[src/rtl/core/mm_ram.sv]
module mm_ram #(
  parameter int WIDTH = 32,
  parameter int DEPTH = 64
) (
  input  logic                     clk_i,
  input  logic                     we_i,
  input  logic [$clog2(DEPTH)-1:0] waddr_i,
  input  logic [WIDTH-1:0]         wdata_i,
  input  logic [$clog2(DEPTH)-1:0] raddr_i,
  output logic [WIDTH-1:0]         rdata_o
);

  logic [WIDTH-1:0] mem_q [DEPTH];
  logic [WIDTH-1:0] rdata_q;

  always_ff @(posedge clk_i) begin
    if (we_i) begin
      mem_q[waddr_i] <= wdata_i;
    end
    rdata_q <= mem_q[raddr_i];
  end

  assign rdata_o = rdata_q;

endmodule

[config.mk]
export PLATFORM = sky130hd
export DESIGN_NAME = mm_ram
export DESIGN_NICKNAME = d
export VERILOG_FILES = /design/src/rtl/core/mm_ram.sv
export SDC_FILE = /design/constraint.sdc
export NUM_CORES = 2
export LEC_CHECK = 0
export ABC_CLOCK_PERIOD_IN_PS = 6600
export BUFFER_PORTS_ARGS = -buffer_cell sky130_fd_sc_hd__buf_2
export CAP_MARGIN = 0
export CELL_PAD_IN_SITES_DETAIL_PLACEMENT = 0
export CELL_PAD_IN_SITES_GLOBAL_PLACEMENT = 1
export CORE_MARGIN = 1.5
export CORE_UTILIZATION = 60
export CTS_CLUSTER_DIAMETER = 30
export DETAILED_ROUTE_END_ITERATION = 12
export PLACE_DENSITY = 0.9
export SLEW_MARGIN = 25
export SYNTH_ARGS = -nofsm -noshare
export SYNTH_HDL_FRONTEND = slang
export SYNTH_SLANG_ARGS = --single-unit
[constraint.sdc]
create_clock -name clk_i -period 6.6 [get_ports clk_i]
set_input_delay 0 -clock clk_i [delete_from_list [all_inputs] [get_ports clk_i]]
set_output_delay 0 -clock clk_i [all_outputs]
set_load 0.005 [all_outputs]
==> flow_summary.json <==
{
  "cts_setup_buffers": 0,
  "max_freq_mhz": 319,
  "placedCellCount": 5064,
  "antenna_left": 0,
  "outcome": "completed",
  "ff2ff_path_depth": 6,
  "min_from": "waddr_i[3]",
  "max-cap-violations": 0,
  "max_slew.worst_pin.slew_ns": 1.07,
  "hold_violations": 0,
  "dr.first_iter.drc_count": 7249,
  "drive_gt1_share_pct": 34.4,
  "synthCells": 3324,
  "fin_tns_setup_ns": 0,
  "syn_area_per_cell_um2": 23.6,
  "clock-sinks": 2080,
  "tritoncts": "yes",
  "synth_cell_type_count": 34,
  "rsz0062_at_grt": "false",
  "r2r_setup_slack_ns": 4.05,
  "drt_wl_total_um": 229000,
  "min_to": "mem_q[14][17]$_DFFE_PP_",
  "finish.net_count": 3759,
  "overflow": 0,
  "synthTopCellsByCount": "edfxtp_1, mux4_2, nor2_1",
  "yosysSeqAreaShare_pct": 79.1,
  "cts_resized": 0,
  "synth.most_common_cell": "edfxtp_1",
  "async_flop_share_pct": 0,
  "grt_pass1_wl_um": 322000,
  "hold_buffers": 40,
  "synth-compound-area-share_pct": 1.67,
  "fin_crit_ns": 3.13,
  "synth_top_family_by_area": "multiplexers",
  "setup_viol": 0,
  "path_clk_slew_ns": 0.06,
  "reg2reg_to": "rdata_o[4]$_DFF_P_",
  "fin_crit_sh_pct": 47.5,
  "yosys.area.top_type": "edfxtp_1",
  "holdWs_ns": 0.143,
  "synth_top_area_share_pct": 78.3,
  "worstSetupStartpointType": "input port",
  "synth_mux_area_share_pct": 16.8,
  "p_leak_nw": 30.1,
  "place_hpwl_um": 102000,
  "io_pins": 78,
  "vias": 41130,
  "ys_seq_elements": 2080,
  "core_um2": 130000,
  "first_pass_iters": 6,
  "finalClockSkew_ns": 0.0576,
  "post-route-util_pct": 72.4,
  "cts_buffers": 348,
  "synthesis.area_um2": 78500,
  "numPortBuffers": 77,
  "reg2reg_from": "mem_q[33][4]$_DFFE_PP_",
  "routabilityCongestion": 0.799,
  "clock_path_buffers": 4,
  "ir_worst_vdd_mv": 0.382,
  "routed_via_density": 7.16,
  "die_y_um": 365,
  "grt_util_all_layers_pct": 35.1,
  "yosys.area_share.simple_pct": 1.27,
  "ys.flop_type": "edfxtp_1",
  "slew_viol_final": 0,
  "hp-class": "in2reg",
  "powerDensity_nw_per_um2": 367,
  "synthAdderAreaFrac_pct": 0,
  "grt_pass1_vias": 43031,
  "cts_htree_levels": 5,
  "cp.required_ns": 7.34,
  "start_util_pct": 60.6,
  "crit_fanout": 36,
  "grt_max_degree": 106,
  "relSlewSlack_pct": 28.4,
  "synth_nets": 3370,
  "syn2layout_area_growth_pct": 19.5,
  "path_class": "in2reg",
  "clk_latency_ns": 0.92,
  "holdPathStages": 3,
  "cp.arrival_ns": 3.87,
  "rows": 132,
  "synth-edff-count": 2048,
  "design.die.area_um2": 133000,
  "drc": 0,
  "grt_antenna_before_repair": 14,
  "yosys_warnings": 0,
  "fin_cells": 5742,
  "synthTopCellsByArea": "edfxtp_1, mux4_2, mux2i_1, dfxtp_1, o22ai_1",
  "synthXorXnorAreaFrac_pct": 0,
  "wire_per_inst_um": 39.9,
  "end_kind": "flop",
  "root_buffer": "clkbuf_16",
  "die_w_um": 365
}
-- worst max path at each step --
| stage | slack, ns | end | start | cells after the start |
|---|---|---|---|---|
| 6_report | 3.47 | rdata_o[21]$_DFF_P_ | raddr_i[3] | 9 |
| 3_3_place_gp | 3.19 | rdata_o[26]$_DFF_P_ | raddr_i[0] | 8 |
| 3_5_place_dp | 3.14 | rdata_o[26]$_DFF_P_ | raddr_i[0] | 8 |
| 2_1_floorplan | 3.44 | mem_q[48][0]$_DFFE_PP_ | waddr_i[3] | 4 |
| 4_1_cts | 3.60 | rdata_o[4]$_DFF_P_ | raddr_i[2] | 9 |
| 5_1_grt | 3.53 | rdata_o[4]$_DFF_P_ | raddr_i[2] | 9 |
-- sequential cells by signal, summed over array words and instances (netlist names) --
name,count
rdata_o,32
mem_q,2048
-- report_power, final --
part	switching, mW	total (mW)	internal (mW)
registers	0.0754	14.7	14.6
clock network	6.79	18.4	11.6
logic	0.853	1.35	0.494
total	7.71	34.4	26.7
-- placed cells by master, fill, tap and decap left out, types with 6 or more instances in the layout --
| master | count |
|---|---|
| a21oi_1 | 62 |
| a22oi_1 | 12 |
| a311oi_1 | 8 |
| buf_12 | 7 |
| buf_2 | 43 |
| buf_4 | 128 |
| bufinv_16 | 42 |
| clkbuf_1 | 23 |
| clkbuf_16 | 352 |
| clkinv_1 | 22 |
| clkinv_2 | 40 |
| clkinv_4 | 27 |
| clkinv_8 | 6 |
| clkinvlp_4 | 51 |
| dfxtp_1 | 32 |
| diode_2 | 14 |
| dlygate4sd3_1 | 40 |
| edfxtp_1 | 2048 |
| inv_6 | 40 |
| inv_8 | 14 |
| mux2i_1 | 93 |
| mux4_2 | 544 |
| nand2_1 | 26 |
| nand2b_1 | 7 |
| nor2_1 | 75 |
| nor2_4 | 62 |
| nor2b_1 | 15 |
| o221ai_1 | 27 |
| o22ai_1 | 84 |
-- cells by family (layout without fill, tap and decap cells) --
| logic type | count (synthesis) | count (layout) |
|---|---|---|
| other cells | 0 | 14 |
| compound gates | 202 | 202 |
| simple gates | 223 | 223 |
| flops | 2080 | 2080 |
| buf+inv | 182 | 844 |
| mux | 637 | 637 |
-- worst max-delay path, stage by stage --
cell,delay [ns]
dlygate4sd3_1,0.53
buf_4,0.41
buf_4,0.62
buf_4,0.56
and2_1,0.22
buf_4,0.35
a21oi_1,0.20
a21oi_1,0.66
nor2_1,0.14
-- layer usage --
metal,vias to the layer above,global-route usage (%),wire length [µm]
li1,15170,-,-
met1,21294,44.8,73500
met2,3846,56.0,112000
met3,812,8.53,29500
met4,8,19.7,13800
met5,-,0,49
-- layout make-up --
type	instances	area, µm²
Antenna cell	14	35.0
Clock buffer	380	8960
Clock inverter	243	2790
Fill cell	6526	35800
Multi-Input combinational cell	1062	16000
Sequential cell	2080	62100
Tap cell	1742	2180
Timing Repair Buffer	221	1760
-- per-stage QoR --
| stage | cell area, µm² | worst slack [ns] | power, mW |
|---|---|---|---|
| 3_3_place_gp | 81600 | 3.19 | 16.2 |
| 6_report | 93800 | 3.47 | 34.4 |
| 3_5_place_dp | 81600 | 3.14 | 16.2 |
| 4_1_cts | 93700 | 3.60 | 34.5 |
| 5_1_grt | 93800 | 3.53 | 35.0 |
| 2_1_floorplan | 78500 | 3.44 | 15.6 |
No activity file was read; power rests on OpenSTA's default activity.
