==> config.mk <==
export PLATFORM = sky130hd
export DESIGN_NAME = mm_mac
export DESIGN_NICKNAME = d
export VERILOG_FILES = /design/src/rtl/core/mm_pkg.sv /design/src/rtl/core/mm_mac.sv
export SDC_FILE = /design/constraint.sdc
export NUM_CORES = 2
export LEC_CHECK = 0
export BUFFER_PORTS_ARGS = -buffer_cell sky130_fd_sc_hd__buf_2
export CAP_MARGIN = 20
export CELL_PAD_IN_SITES_DETAIL_PLACEMENT = 0
export CELL_PAD_IN_SITES_GLOBAL_PLACEMENT = 1
export CORE_ASPECT_RATIO = 1.1
export CORE_MARGIN = 5
export CORE_UTILIZATION = 55
export DETAILED_ROUTE_END_ITERATION = 10
export PLACE_DENSITY_LB_ADDON = 0.3
export SETUP_SLACK_MARGIN = 0.15
export SYNTH_ARGS = -nofsm -noshare
export SYNTH_HDL_FRONTEND = slang
export SYNTH_SLANG_ARGS = --single-unit
==> constraint.sdc <==
create_clock -name clk_i -period 9.4 [get_ports clk_i]
set_input_delay 0.94 -clock clk_i [delete_from_list [all_inputs] [get_ports clk_i]]
set_output_delay 0.94 -clock clk_i [all_outputs]
set_load 0.01 [all_outputs]
==> src/rtl/core/mm_pkg.sv <==
package mm_pkg;

  localparam int MAX_DIM   = 8;
  localparam int FRAC_BITS = 16;

  localparam int DATA_W    = 32;
  localparam int CFG_W     = 4;
  localparam int REG_IDX_W = 2;
  localparam int OUT_IDX_W = 3;

  localparam int DIM_W  = $clog2(MAX_DIM + 1);
  localparam int IDX_W  = (MAX_DIM > 1) ? $clog2(MAX_DIM) : 1;
  localparam int DEPTH  = MAX_DIM * MAX_DIM;
  localparam int ADDR_W = $clog2(DEPTH);
  localparam int CNT_W  = $clog2(2 * DEPTH + 1);
  localparam int PROD_W = 2 * DATA_W;
  localparam int ACC_W  = PROD_W + $clog2(MAX_DIM) + 1;

  localparam logic [REG_IDX_W-1:0] REG_ROWS_A    = 2'd0;
  localparam logic [REG_IDX_W-1:0] REG_INNER_DIM = 2'd1;
  localparam logic [REG_IDX_W-1:0] REG_COLS_B    = 2'd2;

  localparam logic [CFG_W-1:0] DIM_RESET = 4'd8;

  localparam logic [DATA_W-1:0] SAT_MAX = {1'b0, {(DATA_W-1){1'b1}}};
  localparam logic [DATA_W-1:0] SAT_MIN = {1'b1, {(DATA_W-1){1'b0}}};

  typedef enum logic [1:0] {
    ST_LOAD,
    ST_MAC,
    ST_WAIT
  } mm_state_e;

  // Control that travels with each read of the two stores.
  typedef struct packed {
    logic valid;
    logic first;
    logic last;
  } mac_ctl_t;

  // Clamp a dimension register to 1..MAX_DIM.
  function automatic logic [DIM_W-1:0] eff_dim(input logic [CFG_W-1:0] v);
    logic [DIM_W-1:0] d;
    if (v == '0) begin
      d = DIM_W'(1);
    end else if (v > CFG_W'(MAX_DIM)) begin
      d = DIM_W'(MAX_DIM);
    end else begin
      d = DIM_W'(v);
    end
    return d;
  endfunction

endpackage

==> src/rtl/core/mm_mac.sv <==
module mm_mac import mm_pkg::*; (
  input  logic              clk_i,
  input  logic              rst_ni,
  input  mac_ctl_t          ctl_i,
  input  logic [DATA_W-1:0] a_i,
  input  logic [DATA_W-1:0] b_i,
  input  logic              consume_i,
  output logic              acc_valid_o,
  output logic [DATA_W-1:0] product_o,
  output logic              saturated_o
);

  mac_ctl_t                  ctl1_q, ctl2_q;
  logic signed [PROD_W-1:0]  prod_q;
  logic signed [ACC_W-1:0]   acc_q, acc_d;
  logic signed [ACC_W-1:0]   prod_ext;
  logic signed [ACC_W-1:0]   shifted;
  logic                      acc_valid_q;
  logic                      fits;

  // ctl1 lines up with the store read data, ctl2 with the product register.
  always_ff @(posedge clk_i or negedge rst_ni) begin
    if (!rst_ni) begin
      ctl1_q      <= '0;
      ctl2_q      <= '0;
      acc_valid_q <= 1'b0;
    end else begin
      ctl1_q <= ctl_i;
      ctl2_q <= ctl1_q;
      if (ctl2_q.valid && ctl2_q.last) begin
        acc_valid_q <= 1'b1;
      end else if (consume_i) begin
        acc_valid_q <= 1'b0;
      end
    end
  end

  always_ff @(posedge clk_i) begin
    if (ctl1_q.valid) begin
      prod_q <= $signed(a_i) * $signed(b_i);
    end
    if (ctl2_q.valid) begin
      acc_q <= acc_d;
    end
  end

  assign prod_ext = {{(ACC_W-PROD_W){prod_q[PROD_W-1]}}, prod_q};

  always_comb begin
    if (ctl2_q.first) begin
      acc_d = prod_ext;
    end else begin
      acc_d = acc_q + prod_ext;
    end
  end

  // Drop the fraction bits, then clip to the 32-bit range.
  assign shifted = acc_q >>> FRAC_BITS;
  assign fits    = (&shifted[ACC_W-1:DATA_W-1]) || !(|shifted[ACC_W-1:DATA_W-1]);

  always_comb begin
    if (fits) begin
      product_o   = shifted[DATA_W-1:0];
      saturated_o = 1'b0;
    end else begin
      product_o   = acc_q[ACC_W-1] ? SAT_MIN : SAT_MAX;
      saturated_o = 1'b1;
    end
  end

  assign acc_valid_o = acc_valid_q;

endmodule

==> results.md <==
* Top cell types by occurrence after synthesis: sky130_fd_sc_hd__fa_1 (1083), sky130_fd_sc_hd__inv_1 (1004), sky130_fd_sc_hd__nand2_1 (623)
* Overflow left after global routing at 0
* Cell with the most instances after synthesis: sky130_fd_sc_hd__fa_1
* Most Frequent Cell on Critical Path: sky130_fd_sc_hd__fa_1
* Netlist area before placement at 45200 um2
* Met3 WL at 10000 um
* Max-Slew Margin vs Limit at 40.5%
* Remaining DRCs at 0
* Net count, final at 6138
* Worst hold margin at 0.321 ns
* Estimated wirelength of the detail-placed design at 98900 um
* Largest stage delay on the critical path at 0.60 ns
* Path type of the worst min-delay path: in -> async
* Main area contributors after synthesis: sky130_fd_sc_hd__fa_1 (48%), sky130_fd_sc_hd__edfxtp_1 (8.8%), sky130_fd_sc_hd__inv_1 (8.3%), sky130_fd_sc_hd__and2_1 (7.3%), sky130_fd_sc_hd__ha_1 (6.9%)
* Proportion of register bits with asynchronous set or reset after synthesis at 5.04%
* Synthesized-area fraction occupied by xor and xnor cells at 2.38%
* Internal reg-to-reg setup slack at 4.97 ns
* Fraction of layout instances using a drive strength above 1 at 5.14%
* Vias in the first global route at 34400
* Horiz. Die Dim at 283 um
* Cell-by-cell trace of the critical path: buf_2, nand2_1, fa_1, fa_1, fa_1, fa_1, inv_1, fa_1, fa_1, fa_1, fa_1, ha_1, a21o_1, a21o_1, a2111oi_2, nor3_1, a211oi_1, o221ai_1, or4b_4, and4_1, o211ai_2, o311ai_2
* Number of buffers on the longest clock path at 2
* Critical Path Slowest Stage Cell: sky130_fd_sc_hd__fa_1
* Leading register cell type out of synthesis: sky130_fd_sc_hd__edfxtp_1
* Initial antenna violation count at 10
* Final routed wire length divided by cell count at 20.2 um
* Topmost layer with routed signal wires: met5
* Final number of max-transition violations at 0
* CTS Sinks at 139
* Overall fraction of global-route tracks in use at 27.4%
* Status: finished clean
* Main combinational cell family by area after synthesis: adder cells
* Growth of design area from synthesis to finish at 4.72%
* Average size of a mapped cell at 9.45 um2
* Flip-flop and latch count after synthesis at 139
* Wirelength, routed at 118000 um
* Post_cts resized at 0
* Max-capacitance violation count at 0
* Die outline area at 88000 um2
* Routability Congestion at 0.943
* Detailed Route Iter0 Violations at 2310
* Core Area at 81800 um2
* Setup-failing EPs final at 0
* Clock Skews at 0.0160 ns
* Fraction of the mapped netlist area in adder cells at 54.9%
* Clock-pin slew of the registers on the worst-case setup and hold paths at 0.07 ns
* Maximum number of pins on one net before global-route repair at 102
* Setup TNS Final at 0 ns
* Post-detailed-placement cell area at 46700 um2
* Largest area contributor in the netlist: sky130_fd_sc_hd__fa_1
* Wire length on met1 at 53300 um
* Minimum clock period after layout at 8.72 ns
* Top fanout value on the critical path at 32
* Via-to-Cell Ratio at 5.53
* Overall die height at 311 um
* Via count of the routed design at 32200
* Number of H-tree levels at 4
* Number of optimization iterations in the first detailed-route pass at 5
* Portion of the clock cycle consumed by the worst path in the final layout at 92.8%
* Final hold violation count at 0
* Site Rows at 110
* Proportion of netlist area held by the largest area contributor at 48.0%
* Simple-Gate Fraction of Synth Area at 15.5%
* Number of enable flip-flop cells after synthesis at 132
* Synthesized instance count at 4784
* Post-cts hold buffer count at 0
* Pin slew with the least headroom to its limit at 0.892 ns
* Port-buffer cells at 103
* Synthesis warning total at 0
* Type of element launching the critical path: primary input
* Timing-limited maximum frequency at 115 MHz
* Remaining number of nets flagged by the antenna check after routing at 0
* Cell chosen for the clock root: sky130_fd_sc_hd__clkbuf_16
* Data required time at the worst endpoint at 9.58 ns
* Type of the worst setup path: in -> reg
* Summed area of non-filler cells in the final layout at 47400 um2
* Routed length on met2 at 52700 um
* Fraction of synthesized area in multiplexers at 0.163%
* Arrival time of data at the critical path endpoint at 8.90 ns
* Post-CTS setup buffer count at 0
* Crit end category: flop
* RSZ-0062 raised after global routing: no
* Effective utilization at floorplan at 55.3%
* First-pass GRT wire length at 192000 um
* Ports placed on the boundary at 104
* Clock tree from TritonCTS: built
* Nets in the synthesized netlist at 6188
* Clock latency on the worst-skew pair at 0.44 ns
* Sequential share of the synthesized area at 9.15%
* Number of distinct library cell variants in the gate-level netlist after synthesis at 76
* Fraction of the mapped netlist area in compound gates at 7.48%
* Total CTS buffers at 17
==> flip-flops by register name, indices dropped and copies added, names as in the netlist <==
name and count:
acc_valid_o 1, prod_q 64, ctl2_q 3, acc_q 68, ctl1_q 3
==> worst paths after layout <==
check                      cells past startpoint    endpoint      start
hold / removal                                 1   ctl2_q[1]     rst_ni
min in group clk_i                             0   ctl2_q[0]  ctl1_q[0]
setup / recovery                              22  prod_q[60]     b_i[9]
max in group asynchronous                      1   ctl1_q[2]     rst_ni
hold reg to reg                                0   ctl2_q[0]  ctl1_q[0]
setup reg to reg                              11   acc_q[57]  prod_q[1]
==> cell type report <==
cell class	count	area [um2]
Sequential cell	139	4150
Tap cell	1064	1330
Inverter	1004	3770
Timing Repair Buffer	183	1130
Clock buffer	17	425
Antenna cell	7	17.5
Multi-Input combinational cell	3389	36400
Fill cell	7270	34400
Clock inverter	15	164
==> critical path, delay by kind of cell <==
| family | cells | cell delay, ns |
|---|---|---|
| buf+inv | 2 | 0.63 |
| fa+ha+maj | 9 | 4.44 |
| simple gates | 4 | 1.09 |
| compound gates | 7 | 1.79 |
==> per-stage QoR <==
step / cells / worst slack [ns] / utilization [%]
final: 5818 / 0.678 / 57.9
after global placement: 5777 / 0.347 / 57.1
after floorplan: 4784 / 1.07 / -
after detailed placement: 5778 / 0.220 / 57.2
after CTS: 5810 / 0.728 / 57.9
after global routing: 5814 / 0.378 / 57.9
==> layer usage <==
metal,vias to the layer above,GRT usage (%)
met4,4,4.29
met3,116,5.48
met2,1114,42.4
met5,-,0
li1,14300,-
met1,16600,41.4
==> kinds of logic (layout without fill, tap and decap cells) <==
kind of cell,after synthesis,in the layout
DFF,139,139
xor gates and xnor gates,123,123
other,0,7
and+or+nand+nor,1413,1413
muxes,7,7
AOI/OAI and AO/OA,512,512
adders and majority gates,1334,1334
buffers and inverters,1256,1219
==> cell usage in the layout, fill, tap and decap left out, types with 95 or more instances in the layout <==
master and instances:
sky130_fd_sc_hd__o21ai_0 116, sky130_fd_sc_hd__edfxtp_1 132, sky130_fd_sc_hd__nand2_1 623, sky130_fd_sc_hd__nor2_1 95, sky130_fd_sc_hd__fa_1 1083, sky130_fd_sc_hd__a21oi_1 118, sky130_fd_sc_hd__ha_1 251, sky130_fd_sc_hd__inv_1 1004
sky130_fd_sc_hd__and2_1 527, sky130_fd_sc_hd__buf_2 103
Power is not shown: default switching activity piles up to over one toggle a cycle in this logic, so the estimate is an artifact.
